**src/hw/rtl/fbcks_pkg.sv**
```systemverilog
// Shared types and constants for the keyed-table Feistel cipher.
// No dependencies.
`default_nettype none
package fbcks_pkg;
    localparam int BLOCK_W = 64;
    localparam int HALF_W  = 32;
    localparam int KEY_BYTES = 32;
    localparam int CFG_IDX_W = 2;

    typedef enum logic [CFG_IDX_W-1:0] {
        CFG_KEY0 = 2'd0,
        CFG_KEY1 = 2'd1,
        CFG_KEY2 = 2'd2,
        CFG_KEY3 = 2'd3
    } t_cfg_idx;

    typedef enum logic [3:0] {
        ST_IDLE,
        ST_KLOAD,
        ST_KSHIFT,
        ST_KSUM,
        ST_INIT,
        ST_SW_RI,
        ST_SW_RJ,
        ST_SW_RN,
        ST_SW_WI,
        ST_SW_WJ,
        ST_RD,
        ST_RD_WAIT,
        ST_MIX,
        ST_DONE
    } t_state;

    typedef struct packed {
        logic key_load;
        logic key_shift;
        logic sum_step;
        logic init_write;
        logic sw_read_i;
        logic sw_read_j;
        logic sw_read_n;
        logic sw_write_i;
        logic sw_write_j;
        logic blk_load;
        logic rd_issue;
        logic rd_capture;
        logic round_mix;
        logic out_load;
    } t_cmd;

    typedef struct packed {
        logic cnt_last;
        logic tab_last;
        logic byte_last;
    } t_sts;
endpackage
`default_nettype wire

```
**src/hw/rtl/fbcks_ctrl.sv**
```systemverilog
// Controller: table build sequence once after reset, then round sequence.
// Depends on fbcks_pkg.
`default_nettype none
module fbcks_ctrl
    import fbcks_pkg::*;
(
    input  wire logic i_clk,
    input  wire logic i_rst_n,
    input  wire logic i_valid,
    output logic      o_stall,
    output logic      o_valid,
    input  wire logic i_stall,
    input  wire t_sts i_sts,
    output t_cmd      o_cmd
);
    t_state r_state, n_state;
    logic   r_ready, n_ready;
    logic   r_ovalid;
    logic   w_acc;

    assign o_stall = (r_state != ST_IDLE);
    assign w_acc   = i_valid && !o_stall;
    assign o_valid = r_ovalid;

    always_ff @(posedge i_clk) begin
        if (!i_rst_n) begin
            r_state <= ST_IDLE;
            r_ready <= 1'b0;
            r_ovalid <= 1'b0;
        end else begin
            r_state <= n_state;
            r_ready <= n_ready;
            if (o_cmd.out_load) begin
                r_ovalid <= 1'b1;
            end else if (!i_stall) begin
                r_ovalid <= 1'b0;
            end
        end
    end

    always_comb begin
        n_state = r_state;
        n_ready = r_ready;
        unique case (r_state)
            ST_IDLE:    if (w_acc) n_state = r_ready ? ST_RD : ST_KLOAD;
            ST_KLOAD:   n_state = ST_KSUM;
            ST_KSHIFT:  n_state = ST_KSUM;
            ST_KSUM:    if (i_sts.cnt_last) n_state = ST_INIT;
            ST_INIT:    if (i_sts.cnt_last) n_state = ST_SW_RI;
            ST_SW_RI:   n_state = ST_SW_RJ;
            ST_SW_RJ:   n_state = ST_SW_RN;
            ST_SW_RN:   n_state = ST_SW_WI;
            ST_SW_WI:   n_state = ST_SW_WJ;
            ST_SW_WJ: begin
                if (!i_sts.cnt_last) begin
                    n_state = ST_SW_RI;
                end else if (i_sts.tab_last) begin
                    n_state = ST_RD;
                    n_ready = 1'b1;
                end else begin
                    n_state = ST_KSHIFT;
                end
            end
            ST_RD:      n_state = ST_RD_WAIT;
            ST_RD_WAIT: n_state = i_sts.byte_last ? ST_MIX : ST_RD;
            ST_MIX:     n_state = i_sts.tab_last ? ST_DONE : ST_RD;
            ST_DONE:    if (!(r_ovalid && i_stall)) n_state = ST_IDLE;
            default:    n_state = ST_IDLE;
        endcase
    end

    always_comb begin
        o_cmd = '0;
        o_cmd.blk_load = w_acc;
        o_cmd.key_load = (r_state == ST_KLOAD);
        o_cmd.key_shift = (r_state == ST_KSHIFT);
        o_cmd.sum_step = (r_state == ST_KSUM);
        o_cmd.init_write = (r_state == ST_INIT);
        o_cmd.sw_read_i = (r_state == ST_SW_RI);
        o_cmd.sw_read_j = (r_state == ST_SW_RJ);
        o_cmd.sw_read_n = (r_state == ST_SW_RN);
        o_cmd.sw_write_i = (r_state == ST_SW_WI);
        o_cmd.sw_write_j = (r_state == ST_SW_WJ);
        o_cmd.rd_issue = (r_state == ST_RD);
        o_cmd.rd_capture = (r_state == ST_RD_WAIT);
        o_cmd.round_mix = (r_state == ST_MIX);
        o_cmd.out_load = (r_state == ST_DONE) && !(r_ovalid && i_stall);
    end

    a_one_result: assert property (@(posedge i_clk) disable iff (!i_rst_n)
        o_cmd.out_load |=> o_valid) else $error("result lost");
    a_busy: assert property (@(posedge i_clk) disable iff (!i_rst_n)
        (r_state != ST_IDLE) |-> o_stall) else $error("accepted while busy");
    a_ready_sticky: assert property (@(posedge i_clk) disable iff (!i_rst_n)
        r_ready |=> r_ready) else $error("tables ready dropped");
endmodule
`default_nettype wire

```
**config.mk**
```make
export PLATFORM = sky130hd
export DESIGN_NAME = fbcks_ctrl
export DESIGN_NICKNAME = d
export VERILOG_FILES = /design/src/hw/rtl/fbcks_pkg.sv /design/src/hw/rtl/fbcks_ctrl.sv
export SDC_FILE = /design/constraint.sdc
export NUM_CORES = 1
export LEC_CHECK = 0
export BUFFER_PORTS_ARGS = -buffer_cell sky130_fd_sc_hd__buf_2
export CAP_MARGIN = 20
export CORE_UTILIZATION = 41
export CTS_CLUSTER_DIAMETER = 50
export DETAILED_ROUTE_END_ITERATION = 6
export GPL_TIMING_DRIVEN = 0
export HOLD_SLACK_MARGIN = 0.15
export PLACE_DENSITY = 0.73
export SETUP_SLACK_MARGIN = 0.2
export SLEW_MARGIN = 5
export SYNTH_ARGS = -nofsm -noshare
export SYNTH_HDL_FRONTEND = slang
export SYNTH_SLANG_ARGS = --single-unit
```
**constraint.sdc**
```tcl
create_clock -name i_clk -period 1.55 [get_ports i_clk]
set_input_delay 0.155 -clock i_clk [delete_from_list [all_inputs] [get_ports i_clk]]
set_output_delay 0.155 -clock i_clk [all_outputs]
set_load 0.1 [all_outputs]
```
==> run summary, run 1 <==
Ys flop type = dfxtp_1
Syn nets = 90
Unique masters post-synth = 30
Detail Placement HPWL = 1380 µm
Clock Sink Count = 6
Resized cells post-CTS = 78
Synth Cell Area = 550.5 µm²
Synthesized area per cell = 6.633 µm²
Top-area cell type share of the netlist area = 21.82%
Stop Error = [ERROR DPL-0038] Utilization greater than 100%, impossible to legalize
Synth Register Bits = 6
Post-synthesis mux area share = 1.818%
I/O Buffers = 22
Post-Synth Simple-Gate Area = 38.18%
Number of synthesized flops with an enable pin = 0
Initial Util = 47.01%
Cell taking the most area after synthesis = dfxtp_1
Io pins = 23
Ranking of synthesized cells by area = dfxtp_1 (22%), nor2_1 (8.9%), nand2b_1 (6.8%)
Main combinational cell family by area after synthesis = simple AND/OR/NAND/NOR gates
Synth Area in Compound Gates = 29.32%
Post-synthesis xor/xnor area fraction = 0%
Setup bufs post-CTS = 14
Status = aborted with a tool error
Longest Clk Path Bufs = 2
Hold-fix buffers, CTS = 0
Die height = 38.65 µm
CTS H-tree depth = 1
Overall die width = 38.65 µm
Fraction of registers with async set/reset = 0%
Root Driver = clkbuf_4
Register area share after synthesis = 21.82%
Synth top cells by count = nor2_1 (13), nand2_1 (9), a21oi_1 (7)
Stop stage = 4_1_cts
Post-synthesis adder-cell area fraction = 0%
Cell row count = 12
Most numerous cell in the Yosys netlist = nor2_1
Synth warn = 0
Final Wtd Congestion = 0.8578
Num CTS Buffers = 3
Synth Instances = 83
Place WS = -227.2 ps
[cells by family after synthesis]
logic type	Yosys count
flops	6
simple gates	42
buf+inv	9
mux	1
compound gates	25
[stage by stage]
stage	setup TNS (ps)	area (µm²)	util [%]	instances	hold WS, ps
3_3_place_gp	-387.5	869.6	74.25	119	446.6
2_1_floorplan	-30.93	742.0	-	83	272.5
3_5_place_dp	-377.6	869.6	74.25	119	448.3
==> run 2, diff against run 1 <==
Settings changed: CORE_AREA from default to 2 2 63 65, CORE_UTILIZATION 41 to default, CTS_CLUSTER_DIAMETER 50 to default, DIE_AREA from default to 0 0 65 67, HOLD_SLACK_MARGIN 0.15 to default, PLACE_DENSITY 0.73 to default, PLACE_DENSITY_LB_ADDON from default to 0.15, SETUP_SLACK_MARGIN 0.2 to default.
Clock period 1.55 ns to 2 ns, I/O delays scaled along.
==> run summary, run 2 <==
Most numerous cell in the Yosys netlist = nor2_1
Reg clk slew, reported paths = 40 ps
Core footprint = 3606 µm²
Worst-margin pin slew = 490.3 ps
Post-synthesis mux area share = 1.818%
Setup TNS = 0 ps
Hold depth = 2
Main combinational cell family by area after synthesis = simple AND/OR/NAND/NOR gates
Num CTS Buffers = 3
Root Driver = clkbuf_8
Post-synthesis xor/xnor area fraction = 0%
Synth Cell Area = 550.5 µm²
Ys flop type = dfxtp_1
Rel. slew slack = 67.54%
Number of synthesized flops with an enable pin = 0
Final Wtd Congestion = 0.7445
Fin. Hold Viols = 0
Antenna viol nets, final = 0
N_diodes = 0
Largest net degree at the start of global routing = 11
Register area share after synthesis = 21.82%
Post-DP Area = 757.0 µm²
Synth warn = 0
Area Growth Syn to Fin = 45.91%
Met3 wire len = 44 µm
CP Launch Type = flop
Final number of setup-violating endpoints = 0
RSZ-0062 raised after global routing = no
Via count = 664
Worst-case clock skew = 0.9238 ps
Status = finished clean
Crit path DAT = 1690 ps
First-pass GRT wire length = 2953 µm
Comb pwr share = 71.5%
Post-synthesis adder-cell area fraction = 0%
Longest Clk Path Bufs = 2
Sequential Power Share = 13.6%
Clock tree from TritonCTS = built
P_int = 0.4680 mW
Syn nets = 90
Final min period = 1892 ps
Most flops, register = r_state
Cell row count = 22
Overall die width = 65 µm
Unique masters post-synth = 30
Wire per inst = 11.76 µm
Top-area cell type share of the netlist area = 21.82%
Clock Power Share = 14.9%
Clock Sink Count = 6
R2R depth = 6
Switching share of power = 60.71%
Switching power = 0.7231 mW
Critical path type = flop to output port
Synthesized area per cell = 6.633 µm²
Iter 0 DRT Violations = 24
Detail Placement HPWL = 1485 µm
Total of max-cap violations = 0
Layout cells sized above 1 = 37.04%
Gr usage total = 8.858%
Die height = 67 µm
FMAX = 528.5 MHz
Post-Synth Simple-Gate Area = 38.18%
Leakage = 0.3441 nW
Min-delay src = i_rst_n
Synth Instances = 83
CTS H-tree depth = 1
Die area = 4355 µm²
Fraction of registers with async set/reset = 0%
Final Instance Area = 803.3 µm²
Worst Hold Endpoint = r_state[3]
Hold-fix buffers, CTS = 0
Worst Setup End Kind = output port
Initial Util = 15.27%
Final net count = 117
R2R Setup Slk = 370 ps
Io pins = 23
Power per Cell Area = 1483 nW/µm²
Synth top cells by count = nor2_1 (13), nand2_1 (9), a21oi_1 (7)
Setup bufs post-CTS = 0
Min-Delay Path Class = input pin to flop
Final period util = 94.61%
Synth Register Bits = 6
I/O Buffers = 22
Remaining global-route overflow = 0
Worst R2R Start = r_state[0]
Highest Signal Layer = met3
Commonest non-fill, non-tap cells in the layout = buf_2 (23), nor2_1 (11), nand2_1 (9)
Cell taking the most area after synthesis = dfxtp_1
Synth Area in Compound Gates = 29.32%
Worst EP required = 1800 ps
Routed wl met2 = 898 µm
Slew Viols, Final = 0
Ranking of synthesized cells by area = dfxtp_1 (22%), nor2_1 (8.9%), nand2b_1 (6.8%)
Max reg flops = 4
R2r endpoint = r_state[3]
Fin Hold WS = 275.0 ps
Vias per cell = 4.256
Most common cell after layout, fill and taps aside = buf_2
Clk Latency, worst-skew pair = 220 ps
Setup ws final = 107.8 ps
Number of global-route vias before repair = 639
Wire length on met1 = 892 µm
1st-pass router iterations = 4
Peak VDD IR = 0.0003324 V
Final wirelength = 1835 µm
Initial antenna violation count = 0
Place WS = 234.1 ps
Residual DRC = 0
Crit-path max FO = 10
[run 2: how the worst max path moves through the flow]
stage,startpoint,slack (ps),depth (start not counted),to
after floorplan,r_state[3],-150,3,o_cmd[2]
after global placement,r_state[0],210,5,o_cmd[4]
after detailed placement,r_state[1],230,5,o_cmd[0]
after CTS,r_state[0],10,5,o_cmd[4]
after global routing,r_state[3],30,5,o_cmd[0]
final,r_state[0],110,5,o_cmd[4]
[run 2: cells by family after synthesis]
family | after synthesis
mux | 1
compound gates | 25
flops | 6
buf+inv | 9
simple gates | 42
[run 2: final cells by class]
type | instances | area (µm²)
Clock buffer | 3 | 41.29
Buffer | 6 | 37.54
Inverter | 3 | 11.26
Sequential cell | 6 | 120.1
Multi-Input combinational cell | 68 | 417.9
Tap cell | 48 | 60.06
Timing Repair Buffer | 22 | 115.1
Fill cell | 427 | 2803
[run 2: metrics by stage]
stage	util [%]	power [mW]	cells
2_1_floorplan	-	0.8711	83
3_3_place_gp	20.99	1.022	153
3_5_place_dp	20.99	1.015	153
4_1_cts	22.21	1.199	156
5_1_grt	22.28	1.257	156
6_report	22.28	1.191	156
[run 2: power by group through the flow]
stage | Sequential, mW | Clock, mW | Combinational, mW
after floorplan | 0.159 | 0 | 0.712
after global placement | 0.165 | 0 | 0.857
after CTS | 0.162 | 0.184 | 0.853
final | 0.163 | 0.177 | 0.851
after global routing | 0.164 | 0.194 | 0.898
after detailed placement | 0.164 | 0 | 0.851
[run 2: worst max-delay path, stage by stage, from the launching register on]
cell and delay (ps):
dfxtp_1 320, buf_2 180, nor2_1 340, and3_1 220, buf_4 100, clkbuf_4 310
[run 2: what timing repair did]
action,in CTS,in global routing
setup endpoints to repair,1,1
cloned,0,0
resized for setup,1,1
[run 2: layer usage]
metal	up-vias	global-route usage [%]
met4	0	4.787
met5	-	0
met2	11	14.30
li1	344	-
met1	309	11.46
met3	0	1.014
(Power assumes the default switching activity.)
==> run 3, diff against run 2 <==
Settings changed: CAP_MARGIN 20 to 30, MAX_ROUTING_LAYER from default to met4, REMOVE_ABC_BUFFERS from default to 1.
==> run summary, run 3 (synthesized netlist as in run 2, its figures left out) <==
CP Launch Type = flop
Die height = 67 µm
Iter 0 DRT Violations = 19
Gr usage total = 8.437%
Final wirelength = 1809 µm
Commonest non-fill, non-tap cells in the layout = buf_2 (21), nor2_1 (13), nand2_1 (9)
Worst EP required = 1800 ps
Leakage = 0.3128 nW
Sequential Power Share = 19.6%
Final Wtd Congestion = 0.8280
Reg area = 123.9 µm²
Setup ws final = 182.1 ps
Layout fillers = 423
CTS H-tree depth = 1
Final period util = 90.89%
Die area = 4355 µm²
Multi-input logic area = 381.6 µm²
Critical path buffers and inverters = 1
Layout cells sized above 1 = 31.37%
Clock tree from TritonCTS = built
CP startpoint = r_state[3]
Core footprint = 3606 µm²
RSZ-0062 raised after global routing = no
Worst-case clock skew = 3.549 ps
Critical path type = flop to output port
Cell row count = 22
Io pins = 23
Initial antenna violation count = 0
Comb pwr share = 63.7%
Overall die width = 65 µm
CP max-delay cell = dfxtp_2
Max reg flops = 4
Slew Viols, Final = 0
Worst Setup End Kind = output port
Largest net degree at the start of global routing = 19
Rel. slew slack = 67.85%
Switching power = 0.6985 mW
Area Growth Syn to Fin = 32.73%
Final number of setup-violating endpoints = 0
Residual DRC = 0
Clock Power Share = 16.7%
Most common cell after layout, fill and taps aside = buf_2
Slowest stage delay, CP = 520 ps
Top delay family on crit path = flip-flops
I/O Buffers = 22
Switching share of power = 62.05%
FMAX = 550.1 MHz
Worst-margin pin slew = 485.6 ps
Vias per cell = 4.427
1st-pass router iterations = 3
Total of max-cap violations = 0
Detail Placement HPWL = 1372 µm
Place WS = 49.98 ps
Wire per inst = 12.06 µm
CP Capture Point = o_cmd[0]
Min-Delay Path Class = input pin to flop
Crit path DAT = 1620 ps
Most flops, register = r_state
R2R Setup Slk = 400 ps
Antenna viol nets, final = 0
Peak VDD IR = 0.0004108 V
Final net count = 111
Remaining global-route overflow = 0
Reg clk slew, reported paths = 40 ps
Final core utilization = 20.26%
Root Driver = clkbuf_8
Status = finished clean
Num CTS Buffers = 3
Power per Cell Area = 1541 nW/µm²
Crit-path max FO = 18
N_diodes = 0
Number of global-route vias before repair = 605
Final min period = 1818 ps
First-pass GRT wire length = 2780 µm
Fin. Hold Viols = 0
Cell Chain, Critical Path = nand2_1, or2_1, a21oi_1, buf_4
Clock Sink Count = 6
R2r endpoint = r_state[3]
P_int = 0.4273 mW
Initial Util = 15.27%
R2R depth = 5
Longest Clk Path Bufs = 2
Via count = 664
Cell depth of the worst setup path = 4
Clk Latency, worst-skew pair = 230 ps
Worst R2R Start = r_state[2]
## run 3: changes by cell type in the layout (fill, tap and decap cells not counted), moves of 2 or more
| cell | previous run | this run |
|---|---|---|
| buf_2 | 23 | 21 |
| nor2_1 | 11 | 13 |
| nor2_2 | 3 | 1 |
| nor3_1 | 1 | 4 |
| dfxtp_2 | 0 | 3 |
| dfxtp_1 | 6 | 3 |
| nor3_4 | 2 | 0 |
## run 3: power groups by stage
| stage | sequential, mW | combinational [mW] | clock [mW] |
|---|---|---|---|
| 6_report | 0.221 | 0.717 | 0.188 |
| 3_5_place_dp | 0.215 | 0.721 | 0 |
| 5_1_grt | 0.226 | 0.759 | 0.197 |
| 2_1_floorplan | 0.191 | 0.612 | 0 |
| 4_1_cts | 0.215 | 0.722 | 0.192 |
| 3_3_place_gp | 0.217 | 0.725 | 0 |
## run 3: worst min path at each step
stage / start / cells after the start / to
floorplan: i_rst_n / 1 / r_state[3]
global placement: o_valid / 2 / o_valid
detailed placement: o_valid / 2 / o_valid
CTS: i_stall / 3 / o_valid
global route: i_rst_n / 2 / r_state[3]
finish: i_stall / 3 / o_valid
## run 3: stage by stage
stage	area, µm²	TNS, ps	cells	total power [mW]	hold slack, ps
after floorplan	513.0	-5792	77	0.8031	317.5
after global placement	683.2	0	147	0.9419	480.8
after detailed placement	683.2	0	147	0.9366	490.7
after CTS	729.5	0	150	1.129	255.6
after global routing	730.7	0	150	1.182	263.0
final	730.7	0	150	1.126	255.9
## run 3: repair_timing
item	in CTS	in global routing
hold buffers	0	0
setup endpoints to repair	2	2
setup buffers	0	0
gates cloned	0	0
pin swaps	0	0
resized for setup	3	1
## run 3: layer usage
layer | GRT usage (%) | part of all wire (%) | vias up
met3 | 1.689 | 3.5 | 4
met1 | 9.256 | 45 | 318
met5 | - | 0 | -
met4 | 3.191 | 0.88 | 0
li1 | - | - | 331
met2 | 15.08 | 50 | 11
## run 3: cell type report
| cell class | instances | share of cell area [%] |
|---|---|---|
| tap | 48 | 8.219 |
| timing repair buffer | 22 | 15.41 |
| sequential | 6 | 16.95 |
| multi-input combinational | 68 | 52.23 |
| clock buffer | 3 | 5.651 |
| inverter | 3 | 1.541 |
## run 3: worst register-to-register path, stage by stage, from the launching register on
cell and delay [ps]:
dfxtp_2 500, or4b_4 510, o22ai_2 130, a21oi_1 80, o21a_1 120, o21a_1 150
